[config.mk]
export PLATFORM = sky130hd
export DESIGN_NAME = salc_scan
export DESIGN_NICKNAME = d
export VERILOG_FILES = /design/src/hw/rtl/salc_pkg.sv /design/src/hw/rtl/salc_scan.sv
export SDC_FILE = /design/constraint.sdc
export NUM_CORES = 1
export LEC_CHECK = 0
export BUFFER_PORTS_ARGS = -buffer_cell sky130_fd_sc_hd__buf_4
export CORE_ASPECT_RATIO = 0.9
export CORE_MARGIN = 2
export CORE_UTILIZATION = 32
export DETAILED_ROUTE_END_ITERATION = 10
export PLACE_DENSITY = 0.77
export REMOVE_ABC_BUFFERS = 1
export SETUP_SLACK_MARGIN = 0.2
export SYNTH_ARGS = -nofsm -noshare
export SYNTH_HDL_FRONTEND = slang
export SYNTH_SLANG_ARGS = --single-unit
[constraint.sdc]
create_clock -name i_clk -period 2.85 [get_ports i_clk]
set_input_delay 0.57 -clock i_clk [delete_from_list [all_inputs] [get_ports i_clk]]
set_output_delay 0.57 -clock i_clk [all_outputs]
set_load 0.005 [all_outputs]
[src/hw/rtl/salc_pkg.sv]
// Shared types, codes and helpers for the set-associative LRU cache model.
// Used by salc_store, salc_scan and set_associative_lru_cache_sim.
`default_nettype none

package salc_pkg;

    // Default geometry, handed to the top level as parameter defaults.
    localparam int DefMaxSets  = 64;
    localparam int DefMaxWays  = 4;
    localparam int DefTagWidth = 32;
    localparam int DefAddrWidth = 64;

    // Fixed widths of the configuration port and the running totals.
    localparam int CfgIdxW  = 2;
    localparam int CfgDataW = 6;
    localparam int CntW     = 32;

    // Configuration reset values.
    localparam logic [2:0] SetBitsRst   = 3'd1;
    localparam logic [5:0] BlockBitsRst = 6'd4;
    localparam logic [2:0] WaysRst      = 3'd1;

    // Access types carried by one input item.
    typedef enum logic [1:0] {
        REQ_LOAD   = 2'd0,
        REQ_STORE  = 2'd1,
        REQ_MODIFY = 2'd2,
        REQ_IFETCH = 2'd3
    } t_req;

    // Configuration register indexes.
    typedef enum logic [CfgIdxW-1:0] {
        CFG_SET_BITS   = 2'd0,
        CFG_BLOCK_BITS = 2'd1,
        CFG_WAYS       = 2'd2
    } t_cfg_idx;

    // Sequencer states.
    typedef enum logic [2:0] {
        ST_IDLE,
        ST_READ,
        ST_SCAN,
        ST_UPDATE,
        ST_OUT
    } t_state;

    // Control from the sequencer to the way scanner.
    typedef struct packed {
        logic clear;
        logic step;
    } t_scan_ctl;

    // Outcome flags of a completed way scan.
    typedef struct packed {
        logic found;
        logic have_inv;
    } t_scan_flags;

    // Index width for n entries, never below one bit.
    function automatic int idx_width(input int n);
        return (n > 1) ? $clog2(n) : 1;
    endfunction

    // Saturating increment of a running total.
    function automatic logic [CntW-1:0] sat_inc(input logic [CntW-1:0] v);
        return (v == {CntW{1'b1}}) ? v : v + {{(CntW-1){1'b0}}, 1'b1};
    endfunction

endpackage

`default_nettype wire

[src/hw/rtl/salc_scan.sv]
// Way scanner: one shared tag and age comparator that visits one way per
// step and keeps the hit, first invalid and oldest way. Depends on salc_pkg.
`default_nettype none

module salc_scan #(
    parameter int MAX_WAYS  = salc_pkg::DefMaxWays,
    parameter int TAG_WIDTH = salc_pkg::DefTagWidth
) (
    input  logic                                              i_clk,
    input  logic                                              i_rst_n,
    input  salc_pkg::t_scan_ctl                               i_ctl,
    input  logic [salc_pkg::idx_width(MAX_WAYS)-1:0]          i_way,
    input  logic [MAX_WAYS*TAG_WIDTH-1:0]                     i_tags,
    input  logic [MAX_WAYS*salc_pkg::idx_width(MAX_WAYS)-1:0] i_ages,
    input  logic [MAX_WAYS-1:0]                               i_valid,
    input  logic [TAG_WIDTH-1:0]                              i_tag,
    output salc_pkg::t_scan_flags                             o_flags,
    output logic [salc_pkg::idx_width(MAX_WAYS)-1:0]          o_hit_way,
    output logic [salc_pkg::idx_width(MAX_WAYS)-1:0]          o_inv_way,
    output logic [salc_pkg::idx_width(MAX_WAYS)-1:0]          o_lru_way,
    output logic [salc_pkg::idx_width(MAX_WAYS)-1:0]          o_hit_age,
    output logic [salc_pkg::idx_width(MAX_WAYS)-1:0]          o_lru_age
);
    import salc_pkg::*;

    localparam int WAY_W = idx_width(MAX_WAYS);
    localparam int AGE_W = idx_width(MAX_WAYS);

    logic [TAG_WIDTH-1:0] sel_tag;
    logic [AGE_W-1:0]     sel_age;
    logic                 sel_valid;
    logic                 tag_eq;
    logic                 r_found;
    logic                 r_have_inv;
    logic [WAY_W-1:0]     r_hit_way;
    logic [WAY_W-1:0]     r_inv_way;
    logic [WAY_W-1:0]     r_lru_way;
    logic [AGE_W-1:0]     r_hit_age;
    logic [AGE_W-1:0]     r_lru_age;

    // Select the current way and compare it against the requested tag.
    always_comb begin
        sel_tag   = i_tags[i_way*TAG_WIDTH +: TAG_WIDTH];
        sel_age   = i_ages[i_way*AGE_W +: AGE_W];
        sel_valid = i_valid[i_way];
        tag_eq    = sel_valid && (sel_tag == i_tag);
    end

    // Search flags restart at the beginning of every access.
    always_ff @(posedge i_clk) begin
        if (!i_rst_n) begin
            r_found    <= 1'b0;
            r_have_inv <= 1'b0;
        end else if (i_ctl.clear) begin
            r_found    <= 1'b0;
            r_have_inv <= 1'b0;
        end else if (i_ctl.step) begin
            if (!r_found && tag_eq) begin
                r_found <= 1'b1;
            end
            if (!r_have_inv && !sel_valid) begin
                r_have_inv <= 1'b1;
            end
        end
    end

    // Way numbers and ages found so far; the lowest way wins age ties.
    always_ff @(posedge i_clk) begin
        if (i_ctl.step) begin
            if (!r_found && tag_eq) begin
                r_hit_way <= i_way;
                r_hit_age <= sel_age;
            end
            if (!r_have_inv && !sel_valid) begin
                r_inv_way <= i_way;
            end
            if ((i_way == '0) || (sel_age > r_lru_age)) begin
                r_lru_way <= i_way;
                r_lru_age <= sel_age;
            end
        end
    end

    assign o_flags.found    = r_found;
    assign o_flags.have_inv = r_have_inv;
    assign o_hit_way        = r_hit_way;
    assign o_inv_way        = r_inv_way;
    assign o_lru_way        = r_lru_way;
    assign o_hit_age        = r_hit_age;
    assign o_lru_age        = r_lru_age;

endmodule

`default_nettype wire

==> Yosys cells after proc, flatten, opt, wreduce, memory -nomap -nowiden <==
Index checks and enable logic that the tools add are counted.
{ "totals": {"inputBits": 178, "out_inout_bits": 12, "word_cells": 27, "regBits": 12} }
{ "op_classes": {"reduce_logical": 12, "n_eq_ne": 1, "shifts": 2, "bitwise_logic": 1, "magnitude_cmp": 2, "muxes": 2} }
{ "ops": {"columns": ["cell", "count"], "rows": [
  ["variable part select 128 x 8 -> 32 bit", 1],
  ["== test 32 bit", 1],
  ["variable part select 8 x 4 -> 2 bit", 1],
  ["AND reduction 2 bit", 3],
  ["logical AND 1 bit", 3],
  ["logical NOT 1 bit", 3],
  ["less-than comparator 2 x 3 -> 1 bit (second input constant)", 1],
  ["binary-select mux 1 bit (select 2 bit)", 1],
  ["> comparator 2 bit", 1],
  ["logical NOT 2 bit", 1],
  ["OR reduction 2 bit", 1],
  ["logical OR 1 bit", 1],
  ["two-way mux 1 bit", 1],
  ["inverter 1 bit", 1]
]} }

==> Logic depth before layout (Yosys ltp) <==
{ "logic_depth": {"word_depth": 5, "depth_mapped": 11, "mapped_depth_nobuf": 8} }

==> Worst setup path after synthesis <==
Ideal clock, no wire load.
{ "synth_path": {"kind": "input to register", "start": "input i_way[0] in the netlist's numbering", "end": "register r_lru_age[0] (netlist: o_lru_age[0]), enable pin", "stages": 9, "arrival_ps": 2449, "setup_slack_ps": 72, "setup_time_ps": 329, "n_path_buf": 3, "required_time_ps": 2521, "path_cell_list": "buf_4 > buf_2 > buf_2 > mux4_2 > ha_1 > a21oi_1 > a21oi_1 > nor2_1 > nor2_1"} }
{ "synth_via": {"elab_chain_len": 4, "elab_cells_between_ends": 5, "cone_classes": "order compare: 1; shift: 1; reduce/logical: 3"} }
{ "synth_lines": {"columns": ["element", "line_no", "rtl"], "rows": [
  ["from (decl)", "salc_scan.sv:12", "input logic [salc_pkg::idx_width(MAX_WAYS)-1:0] i_way,"],
  ["variable part select 8 x 4 -> 2 bit", "salc_scan.sv:44", "sel_age = i_ages[i_way*AGE_W +: AGE_W];"],
  ["named net sel_age[1]", "salc_scan.sv:30", "logic [AGE_W-1:0] sel_age;"],
  ["> comparator 2 bit", "salc_scan.sv:77", "if ((i_way == '0) || (sel_age > r_lru_age)) begin"],
  ["logical OR 1 bit", "salc_scan.sv:77", null],
  ["AND reduction 2 bit (no line)", null, null],
  ["to (signal assigned)", "salc_scan.sv:79", "r_lru_age <= sel_age;"],
  ["to (decl)", "salc_scan.sv:39", "logic [AGE_W-1:0] r_lru_age;"]
]} }
The timed path passes the listed nets, and every way through them passes these cells.
A chain may end at the register's enable or synchronous reset.

==> Worst setup path after layout <==
{ "layout_path": {"start": "input i_way[1] in the netlist's numbering", "end": "register r_hit_way[1] (netlist: o_hit_way[1]), enable pin"} }
{ "layout_via": {"elab_chain_len": 5, "elab_cells_between_ends": 7, "cone_classes": "eq/ne: 1; shift: 1; mux: 2; reduce/logical: 3"} }
{ "layout_lines": {"columns": ["element", "line_no", "rtl"], "rows": [
  ["variable part select 128 x 8 -> 32 bit or binary-select mux 1 bit (select 2 bit) (tied branches)", "salc_scan.sv:43, salc_scan.sv:45", null],
  ["== test 32 bit or two-way mux 1 bit (tied branches)", "salc_scan.sv:46, salc_scan.sv:45", null],
  ["logical AND 1 bit *", "salc_scan.sv:46", "tag_eq = sel_valid && (sel_tag == i_tag);"],
  ["logical AND 1 bit *", "salc_scan.sv:70", "if (!r_found && tag_eq) begin"],
  ["AND reduction 2 bit (no line) *", null, null],
  ["to (signal assigned)", "salc_scan.sv:71", "r_hit_way <= i_way;"],
  ["to (decl)", "salc_scan.sv:35", "logic [WAY_W-1:0] r_hit_way;"]
]} }
Every way passes the cells marked *; elsewhere a longest branch is shown, timed or not. The select of a mux whose other input is x is not followed.

==> impl_metrics.json <==
{
  "outcome": "finished, final reports clean",
  "synthAdderAreaFrac": 0.01381,
  "wl_per_cell_um": 16.76,
  "ys_ff_latch": 12,
  "totalWireLength_um": 7022,
  "finClkSkew_ns": 0.002569,
  "relSlewSlack": 0.7019,
  "final_antenna_net_count": 0,
  "cts_buffers": 3,
  "intPower_w": 0.0006322,
  "num_rows": 25,
  "die_width_um": 83.32,
  "crit_arrival_ns": 2.48,
  "core_area_um2": 5349,
  "nets": 533,
  "ir_worst_vdd_uv": 172.6,
  "first_pass_iters": 5,
  "hold_viol": 0,
  "switching_power_w": 0.0002164,
  "grt_max_degree": 23,
  "vias": 2127,
  "final_cells": 419,
  "grt_usage": 0.2103,
  "stdcell_area_um2": 3435,
  "synthSimpleGateAreaFrac": 0.06423,
  "synth_top_family_by_area": "multiplexers",
  "avgViaCountPerCell": 5.076,
  "drive_gt1_frac": 0.6705,
  "holdPathStages": 2,
  "clockPowerShare": 0.209,
  "synth.distinct_cells": 34,
  "cts-root-buf": "clkbuf_8",
  "synth_compound_area_frac": 0.1077,
  "power_per_cell_area_nw_per_um2": 247.1,
  "yosys_warnings": 0,
  "seqPwrFrac": 0.242,
  "cts.sinks": 12,
  "slowest_delay_ns": 0.41,
  "p_comb_frac": 0.549,
  "portBuffers": 189,
  "n_antenna_cell": 0,
  "start_util": 0.3387,
  "clk_path_buf_depth": 2,
  "grt_pass1_vias": 2265,
  "grt-ovfl-total": 0,
  "dieArea_um2": 6281,
  "switching_share": 0.2550,
  "fillers": 448,
  "totalPowerFinal_w": 0.0008486,
  "slew_violations": 0,
  "cts_setup_buffers": 0,
  "synth_mux_area_frac": 0.4344,
  "clk_latency_ns": 0.23,
  "avgSynthCellArea_um2": 11.47,
  "area_growth_pct": 89.57,
  "tns_ns": 0,
  "grt_antenna_before_repair": 0,
  "yosysSeqAreaShare": 0.1878,
  "post-route-drc-count": 0,
  "worstPathRequired_ns": 2.79,
  "period_minus_slack_ns": 2.548,
  "crit_fanout": 5,
  "cp-end-kind": "register",
  "syn-instance-count": 158,
  "hpwl_um": 6210,
  "grt_pass1_wl_um": 10340,
  "hold_class": "reg2reg",
  "fmax_ghz": 0.3925,
  "clkTransAtPathRegs_ns": 0.05,
  "dp_cells": 415,
  "rsz0062_at_grt": "false",
  "period_share": 0.8939,
  "critPathLaunchType": "input pin",
  "die_y_um": 75.39,
  "dr.first_iter.drc_count": 64,
  "path_cells": "buf_4 -> buf_12 -> mux2i_1 -> a222oi_1 -> o2bb2a_1 -> a2111oi_1 -> buf_4 -> and4_2",
  "critPathKind": "in2reg",
  "io_pins": 190,
  "p_leak_nw": 1.637,
  "finalSetupViolCount": 0,
  "cts_tree": "done",
  "tightestPinTransition_ns": 0.4461,
  "ff2ff_path_depth": 6,
  "syn_area_um2": 1812,
  "cp_common_cell": "buf_4",
  "worst_path_max_delay_cell": "a2111oi_1",
  "drv_cap": 0,
  "h-tree-depth": 1,
  "gp_congestion": 0.8498,
  "yosys.area_share.xor_xnor": 0.1305,
  "placed_area_um2": 3368
}
through the flow:
step                      setup WS (ns)  hold WS (ns)  utilization
after floorplan                  0.5783        0.4858            -
after global placement         -0.06411        0.5025       0.6297
after detailed placement       -0.04968        0.5122       0.6297
after CTS                        0.2452        0.5189       0.6409
after global routing             0.2062        0.5402       0.6421
final                            0.3023        0.5160       0.6421
cells in the final DEF, fill, tap and decap left out, types with 2 or more instances in the layout:
master,count
buf_4,197
mux4_2,24
xnor2_1,22
mux2i_1,18
inv_1,10
edfxtp_1,10
nor2_1,7
nand2_1,6
mux2_2,5
xor2_1,5
nand4_1,4
clkbuf_8,4
a21oi_1,3
buf_12,3
o22ai_1,2
a211o_1,2
nand3_1,2
nor4_1,2
o2bb2a_1,2
a2bb2oi_1,2
a222oi_1,2
a221oi_1,2
a41oi_1,2
a2111oi_1,2
ha_1,2
dfxtp_1,2
final cells by class:
| type | count | area (um^2) | share of cell area |
|---|---|---|---|
| Sequential cell | 12 | 340.3 | 0.09909 |
| Tap cell | 67 | 83.83 | 0.02441 |
| Multi-Input combinational cell | 125 | 1368 | 0.3982 |
| Clock buffer | 4 | 55.05 | 0.01603 |
| Timing Repair Buffer | 201 | 1550 | 0.4514 |
| Inverter | 10 | 37.54 | 0.01093 |
worst paths after layout:
path / endpoint / slack, ns / from
worst max register to register: o_lru_way[1] / 1.29 / o_lru_age[0]
worst min register to register: r_have_inv / 0.52 / r_have_inv
worst max-delay path: o_hit_way[1] / 0.30 / i_way[1]
worst min-delay path: r_have_inv / 0.52 / r_have_inv
worst max-delay path: cells and delay by family:
family	cells	cell delay, ns
muxes	1	0.13
buffers and inverters	3	0.45
AOI/OAI and AO/OA	3	1.04
and+or+nand+nor	1	0.29
registers in the layout, indices dropped and copies added (netlist names):
signal	flops
o_hit_age	2
o_lru_age	2
o_lru_way	2
r_have_inv	1
r_found	1
o_hit_way	2
o_inv_way	2
kinds of logic after synthesis:
| kind of cell | after synthesis |
|---|---|
| xor gates and xnor gates | 27 |
| muxes | 48 |
| DFF | 12 |
| AOI/OAI and AO/OA | 24 |
| and+or+nand+nor | 24 |
| buffers and inverters | 21 |
| adders and majority gates | 2 |
cell usage after synthesis:
library cell,n,area (um^2)
and4_1,1,8.760
inv_1,10,37.54
a222oi_1,2,20.02
ha_1,2,25.02
o21ai_0,1,5.000
nand3_1,2,10.01
xnor2_1,22,192.7
o22ai_1,2,12.51
buf_2,5,25.02
nand4_1,4,25.02
a2111oi_0,2,17.52
a32o_1,1,10.01
xor2_1,5,43.79
edfxtp_1,10,300.3
mux4_2,24,540.5
a41oi_1,2,17.52
nand2_1,6,22.52
a21oi_1,3,15.01
a31oi_1,1,6.260
nor2_1,7,26.28
o2bb2a_1,2,20.02
nand2b_1,1,6.260
buf_4,5,37.54
dfxtp_1,2,40.04
a2bb2oi_1,2,17.52
nor4_1,2,12.51
o21ba_1,1,10.01
nor3_1,1,5.000
a211o_1,2,17.52
o22a_1,1,8.760
a221oi_1,2,17.52
mux2i_1,19,190.2
buf_6,1,11.26
mux2_2,5,56.30
timing repair:
action / CTS / global route
hold buffers: 0 / 0
setup endpoints to repair: 4 / 4
resized for setup: 2 / 3
power by group through the flow:
stage | clock network (W) | registers, W | logic (W)
2_1_floorplan | 0 | 0.000209 | 0.000186
3_3_place_gp | 0 | 0.000208 | 0.000455
3_5_place_dp | 0 | 0.000209 | 0.000466
4_1_cts | 0.000181 | 0.000205 | 0.000468
5_1_grt | 0.000191 | 0.000206 | 0.000502
6_report | 0.000178 | 0.000205 | 0.000466
per-layer routing:
layer  share of wire  global-route usage  up-vias
li1                -                   -     1022
met1            0.35              0.2224      988
met2            0.56              0.4265      111
met3           0.081             0.04767        6
met4           0.011             0.06193        0
met5               0                   0        -
Note: power is estimated with default switching activity, not from simulation.
